File: config.mk
export PLATFORM = sky130hd
export DESIGN_NAME = button_press_classifier
export DESIGN_NICKNAME = d
export VERILOG_FILES = /design/src/rtl/bpc_pkg.sv /design/src/rtl/button_press_classifier.sv /design/src/rtl/bpc_cfg.sv /design/src/rtl/bpc_core.sv
export SDC_FILE = /design/constraint.sdc
export NUM_CORES = 1
export LEC_CHECK = 0
export BUFFER_PORTS_ARGS = -buffer_cell sky130_fd_sc_hd__buf_2
export CAP_MARGIN = 10
export CORE_ASPECT_RATIO = 1.5
export CORE_MARGIN = 2
export CORE_UTILIZATION = 60
export CTS_CLUSTER_DIAMETER = 50
export DETAILED_ROUTE_END_ITERATION = 10
export GPL_ROUTABILITY_DRIVEN = 0
export PLACE_DENSITY = 0.8
export SLEW_MARGIN = 40
export SYNTH_ARGS = -nofsm -noshare
export SYNTH_HDL_FRONTEND = slang
export SYNTH_SLANG_ARGS = --single-unit
File: constraint.sdc
create_clock -name clk -period 6.95 [get_ports clk]
set_input_delay 1.0425 -clock clk [delete_from_list [all_inputs] [get_ports clk]]
set_output_delay 1.0425 -clock clk [all_outputs]
set_load 0.02 [all_outputs]
File: src/rtl/bpc_pkg.sv
// Shared types and constants of the button press classifier.
// No dependencies.
package bpc_pkg;

  localparam int unsigned CFG_IDX_W = 2;
  localparam int unsigned CFG_DATA_W = 16;
  localparam int unsigned TIME_W = 32;
  localparam int unsigned EVENT_W = 3;

  localparam logic [CFG_IDX_W-1:0] CFG_BUTTON_MODE = 2'd0;
  localparam logic [CFG_IDX_W-1:0] CFG_ACTIVE_LOW = 2'd1;
  localparam logic [CFG_IDX_W-1:0] CFG_HOLD_TIME = 2'd2;

  localparam logic [TIME_W-1:0] COOLOFF_MS = 32'd100;
  localparam logic [CFG_DATA_W-1:0] HOLD_TIME_RESET = 16'd1000;

  localparam logic MODE_MOMENTARY = 1'b0;

  typedef enum logic [EVENT_W-1:0] {
    EV_NONE = 3'd0,
    EV_PRESSED = 3'd1,
    EV_SHORT = 3'd2,
    EV_LONG = 3'd3,
    EV_RELEASED = 3'd4
  } event_t;

  typedef struct packed {
    logic button_mode;
    logic active_low;
    logic [CFG_DATA_W-1:0] hold_time_ms;
  } cfg_t;

endpackage

File: src/rtl/button_press_classifier.sv
// Button press classifier: one poll item (pin level, millisecond time) in, one event
// code out per poll. A poll is registered on entry, classified against the button state
// and written to the result register when that register is not stalled, so an item is
// taken every clock cycle while input stall is low, and one more can be taken while a
// result waits. Input stall rises only when the input and result registers are both full
// and the result is stalled. Configuration is written through cfg_we/cfg_index/cfg_data
// by the user only while no poll is in flight; the block does not enforce this.
module button_press_classifier (
  input  logic clk,
  input  logic rst,
  input  logic cfg_we,
  input  logic [bpc_pkg::CFG_IDX_W-1:0] cfg_index,
  input  logic [bpc_pkg::CFG_DATA_W-1:0] cfg_data,
  input  logic pin_valid,
  output logic pin_stall,
  input  logic pin_level,
  input  logic [bpc_pkg::TIME_W-1:0] now_ms,
  output logic event_valid,
  input  logic event_stall,
  output logic [bpc_pkg::EVENT_W-1:0] event_res
);

  bpc_pkg::cfg_t cfg;
  bpc_pkg::event_t ev;

  logic s1_valid;
  logic s1_pin;
  logic [bpc_pkg::TIME_W-1:0] s1_now;
  logic advance;
  logic pin_take;

  assign advance = s1_valid && !(event_valid && event_stall);
  assign pin_stall = s1_valid && !advance;
  assign pin_take = pin_valid && !pin_stall;

  bpc_cfg u_cfg (
    .clk(clk),
    .rst(rst),
    .cfg_we(cfg_we),
    .cfg_index(cfg_index),
    .cfg_data(cfg_data),
    .cfg(cfg)
  );

  bpc_core u_core (
    .clk(clk),
    .rst(rst),
    .cfg(cfg),
    .step(advance),
    .pin_level(s1_pin),
    .now_ms(s1_now),
    .ev(ev)
  );

  always_ff @(posedge clk) begin
    if (rst) begin
      s1_valid <= 1'b0;
    end else if (pin_take) begin
      s1_valid <= 1'b1;
    end else if (advance) begin
      s1_valid <= 1'b0;
    end
  end

  always_ff @(posedge clk) begin
    if (pin_take) begin
      s1_pin <= pin_level;
      s1_now <= now_ms;
    end
  end

  always_ff @(posedge clk) begin
    if (rst) begin
      event_valid <= 1'b0;
    end else if (advance) begin
      event_valid <= 1'b1;
    end else if (!event_stall) begin
      event_valid <= 1'b0;
    end
  end

  always_ff @(posedge clk) begin
    if (advance) begin
      event_res <= ev;
    end
  end

endmodule

File: src/rtl/bpc_cfg.sv
// Configuration register file of the button press classifier.
// Depends on bpc_pkg.
module bpc_cfg (
  input  logic clk,
  input  logic rst,
  input  logic cfg_we,
  input  logic [bpc_pkg::CFG_IDX_W-1:0] cfg_index,
  input  logic [bpc_pkg::CFG_DATA_W-1:0] cfg_data,
  output bpc_pkg::cfg_t cfg
);

  always_ff @(posedge clk) begin
    if (rst) begin
      cfg.button_mode <= bpc_pkg::MODE_MOMENTARY;
      cfg.active_low <= 1'b1;
      cfg.hold_time_ms <= bpc_pkg::HOLD_TIME_RESET;
    end else if (cfg_we) begin
      unique case (cfg_index)
        bpc_pkg::CFG_BUTTON_MODE: cfg.button_mode <= cfg_data[0];
        bpc_pkg::CFG_ACTIVE_LOW: cfg.active_low <= cfg_data[0];
        bpc_pkg::CFG_HOLD_TIME: cfg.hold_time_ms <= cfg_data;
        default: ; // drop writes to unknown indexes
      endcase
    end
  end

endmodule

File: src/rtl/bpc_core.sv
// Press classification logic and button state of the classifier.
// Depends on bpc_pkg.
module bpc_core (
  input  logic clk,
  input  logic rst,
  input  bpc_pkg::cfg_t cfg,
  input  logic step,
  input  logic pin_level,
  input  logic [bpc_pkg::TIME_W-1:0] now_ms,
  output bpc_pkg::event_t ev
);

  logic held_flag, held_flag_next;
  logic long_done, long_done_next;
  logic cooling, cooling_next;
  logic [bpc_pkg::TIME_W-1:0] long_deadline, long_deadline_next;
  logic [bpc_pkg::TIME_W-1:0] cooloff_end, cooloff_end_next;
  logic pressed;

  assign pressed = cfg.active_low ? ~pin_level : pin_level;

  always_comb begin
    held_flag_next = held_flag;
    long_done_next = long_done;
    cooling_next = cooling;
    long_deadline_next = long_deadline;
    cooloff_end_next = cooloff_end;
    ev = bpc_pkg::EV_NONE;
    if (cfg.button_mode == bpc_pkg::MODE_MOMENTARY) begin
      // Deadlines compare as plain unsigned values, no wrap handling.
      if (!(cooling && now_ms < cooloff_end)) begin
        cooling_next = 1'b0;
        priority if (pressed && !long_done && held_flag && now_ms >= long_deadline) begin
          long_done_next = 1'b1;
          held_flag_next = 1'b0;
          ev = bpc_pkg::EV_LONG;
        end else if (!pressed && held_flag) begin
          held_flag_next = 1'b0;
          ev = bpc_pkg::EV_SHORT;
        end else if (pressed && !long_done) begin
          if (!held_flag) begin
            long_deadline_next = now_ms + {16'd0, cfg.hold_time_ms};
          end
          held_flag_next = 1'b1;
        end else if (!pressed) begin
          ev = long_done ? bpc_pkg::EV_RELEASED : bpc_pkg::EV_NONE;
          cooling_next = long_done;
          long_done_next = 1'b0;
          cooloff_end_next = now_ms + bpc_pkg::COOLOFF_MS;
        end else begin
          ev = bpc_pkg::EV_NONE;
        end
      end
    end else begin
      if (!held_flag && pressed) begin
        held_flag_next = 1'b1;
        ev = bpc_pkg::EV_PRESSED;
      end else if (!pressed) begin
        held_flag_next = 1'b0;
      end
    end
  end

  always_ff @(posedge clk) begin
    if (rst) begin
      held_flag <= 1'b0;
      long_done <= 1'b0;
      cooling <= 1'b0;
      long_deadline <= '0;
      cooloff_end <= '0;
    end else if (step) begin
      held_flag <= held_flag_next;
      long_done <= long_done_next;
      cooling <= cooling_next;
      long_deadline <= long_deadline_next;
      cooloff_end <= cooloff_end_next;
    end
  end

endmodule

==> results.json <==
{
  "syn_area_per_cell_um2": 9.053,
  "max_freq_mhz": 318.7,
  "p_leak_nw": 3.175,
  "synthArstFlopShare_pct": 0,
  "max_stage_delay_ps": 620,
  "fin_skew_ps": 8.522,
  "cts_hold_buf": 0,
  "worstPathMaxFanout": 31,
  "die-area_um2": 13110,
  "cts_root_buffer": "clkbuf_16",
  "antenna_found_initial": 0,
  "clkLatencyLatePin_ps": 410,
  "cp-end-kind": "flop",
  "wire_per_inst_um": 16.06,
  "cts_tree": "yes",
  "synth_fp_nets": 945,
  "synthTopCellsByCount": "nor2_1, dfxtp_1, ha_1",
  "synthTopCellsByArea": "dfxtp_1, edfxtp_1, ha_1",
  "reg2reg_setup_slack_ps": 3810,
  "hold_viol": 0,
  "synth_compound_area_share_pct": 14.66,
  "synth_flop_cell": "dfxtp_1",
  "dieHeight_um": 139.2,
  "clock-sinks": 123,
  "drt-initial-drc-count": 321,
  "ir_drop_v": 0.0001807,
  "synth_top_family_by_area": "simple AND/OR/NAND/NOR gates",
  "initial_core_util_pct": 61.18,
  "cp-start-kind": "flop",
  "worstPathRequired_ps": 7240,
  "cts-buffers-inserted": 17,
  "grtUsageTotal_pct": 26.51,
  "yosysSeqAreaShare_pct": 38.59,
  "drc": 0,
  "crit_type": "flop to flop",
  "multiInputGateArea_um2": 4051,
  "nNetsFinal": 998,
  "fp.coreArea_um2": 11960,
  "dp_slack_ps": 3808,
  "synth_cell_types": 61,
  "viasPerCell": 5.795,
  "arrival_ps": 3420,
  "timing.final.crit_period_ps": 3137,
  "grt_setup_unrepaired": "false",
  "vias": 5951,
  "cts_max_level": 4,
  "netlist_instances": 808,
  "relSlewSlack_pct": 52.13,
  "antenna_cells": 0,
  "synth_seq_cells": 123,
  "synth_top_area_share_pct": 23.81,
  "status": "finished clean",
  "total_power_w": 0.001976,
  "finalWorstSetupSlack_ps": 3813,
  "hpwl_mm": 11.88,
  "cp_top_family": "compound AO/OA/AOI/OAI gates",
  "drv_cap": 0,
  "gr-total-overflow": 0,
  "min_period_over_period_pct": 45.14,
  "setup_tns_ps": 0,
  "cp-endpoint": "u_core.long_deadline[16]",
  "syn_to_final_growth_pct": 13.79,
  "critPathLaunch": "s1_now[17]",
  "antenna_left": 0,
  "grt_pass1_wl_mm": 27.73,
  "post_cts_buffers": 0,
  "synth_fa_ha_area_share_pct": 13.96,
  "hold_class": "flop to flop",
  "worstSetupPathDepth": 10,
  "chipWidth_um": 94.15,
  "synth_most_common_cell": "nor2_1",
  "wirelength_mm": 16.49,
  "fin_cells": 1027,
  "rows": 49,
  "maxSlewViolCount": 0,
  "slowest_stage": "o2111a_2",
  "synth.mux.area_fraction_pct": 3.011,
  "synth_xor_xnor_area_share_pct": 6.466,
  "clockBufferDepth": 2,
  "yosysWarnings": 0,
  "syn_area_um2": 7315,
  "synth-edff-count": 36,
  "yosys.area_share.simple_pct": 17.05,
  "hold_ws_ps": 463.4,
  "grt_max_degree": 61,
  "drive_gt1_share_pct": 12.81,
  "postCtsResizedCells": 0,
  "cts.clk_slew.worst_paths_ps": 50,
  "io_pins": 61,
  "grt_pass1_vias": 6128,
  "p_per_area_nw_per_um2": 237.4,
  "netlist.top_cell.by_area": "dfxtp_1",
  "portBuffers": 60,
  "setup_viol_count_final": 0,
  "cp_cell_sequence": "ha_1 -> nand4_1 -> nor3_1 -> inv_1 -> o31a_1 -> a21boi_2 -> o2111a_2 -> buf_16 -> mux2i_1 -> nor2_1",
  "n_fill_cell": 916,
  "register_area_um2": 2823,
  "worstRegToRegCells": 10,
  "dp_cells": 995,
  "dr.pass1.iters": 7,
  "worst-path-buf-inv": 2,
  "rr_endpoint": "u_core.long_deadline[16]",
  "reg2reg_from": "s1_now[17]",
  "worst_slew_pin_slew_ps": 716.3
}
-- worst register-to-register path, delay by kind of cell (launching register included) --
family | cells | cell delay, ps
mux | 1 | 210
compound gates | 3 | 1120
flops | 1 | 520
fa+ha+maj | 1 | 370
simple gates | 3 | 490
buf+inv | 2 | 320
-- layout by cell type, fill, tap and decap left out, drive strengths merged, types with 8 or more instances in the layout --
master	netlist	layout
inv	73	75
nand3	16	16
a211oi	51	51
buf	14	64
mux2i	22	22
ha	80	80
edfxtp	36	36
nand4	14	14
xnor2	41	41
dfxtp	87	87
nand3b	8	8
a21o	12	12
nand2	67	67
nor2	106	106
and3	8	8
nor3	15	15
nand2b	8	8
xor2	13	13
a21oi	46	46
clkbuf	16	22
o21ai	19	19
-- routing by layer --
metal	share of wire, %	GRT usage (%)	up-vias
met3	3.7	3.844	49
met1	38	28.77	2798
li1	-	-	2940
met5	0	0	-
met2	54	48.65	164
met4	3.6	13.73	0
-- cells by family after synthesis --
| kind of cell | after synthesis |
|---|---|
| adders and majority gates | 81 |
| AOI/OAI and AO/OA | 160 |
| muxes | 22 |
| DFF | 123 |
| buffers and inverters | 103 |
| and+or+nand+nor | 265 |
| xor gates and xnor gates | 54 |
-- worst min-delay path by stage --
stage                             start       endpoint  slack, ps  depth (start not counted)
after floorplan            u_cfg.cfg[0]   u_cfg.cfg[0]        440                          2
after global placement    u_cfg.cfg[12]  u_cfg.cfg[12]        450                          2
after detailed placement  u_cfg.cfg[12]  u_cfg.cfg[12]        460                          2
after CTS                 u_cfg.cfg[12]  u_cfg.cfg[12]        460                          2
after global routing      u_cfg.cfg[12]  u_cfg.cfg[12]        480                          2
final                     u_cfg.cfg[12]  u_cfg.cfg[12]        460                          2
-- area by class of cell --
class,count,area share (%)
repair buffers,64,4.450
inverters,73,3.292
multi-input cells,582,48.68
flip-flops and latches,123,33.91
clock buffers,22,6.479
clock inverters,10,0.8870
well taps,153,2.300
-- power by group --
| part | internal [W] | leakage (nW) | switching, W |
|---|---|---|---|
| clock network | 0.000552 | 0.292 | 0.000329 |
| registers | 0.000780 | 1.06 | 0.0000384 |
| logic | 0.000122 | 1.82 | 0.000154 |
-- registers in the layout (all words and copies together) (netlist names) --
signal,count
event_valid,1
u_core.cooloff_end,32
s1_valid,1
u_core.cooling,1
u_core.held_flag,1
s1_now,32
s1_pin,1
u_core.long_done,1
event_res,3
u_cfg.cfg,18
u_core.long_deadline,32
-- metrics by stage --
| stage | cell area [µm²] | util, % |
|---|---|---|
| after global placement | 7639 | 63.89 |
| after floorplan | 7315 | - |
| after global routing | 8323 | 69.62 |
| after CTS | 8323 | 69.62 |
| after detailed placement | 7710 | 64.49 |
| final | 8323 | 69.62 |
No activity file was read; power rests on OpenSTA's default activity.
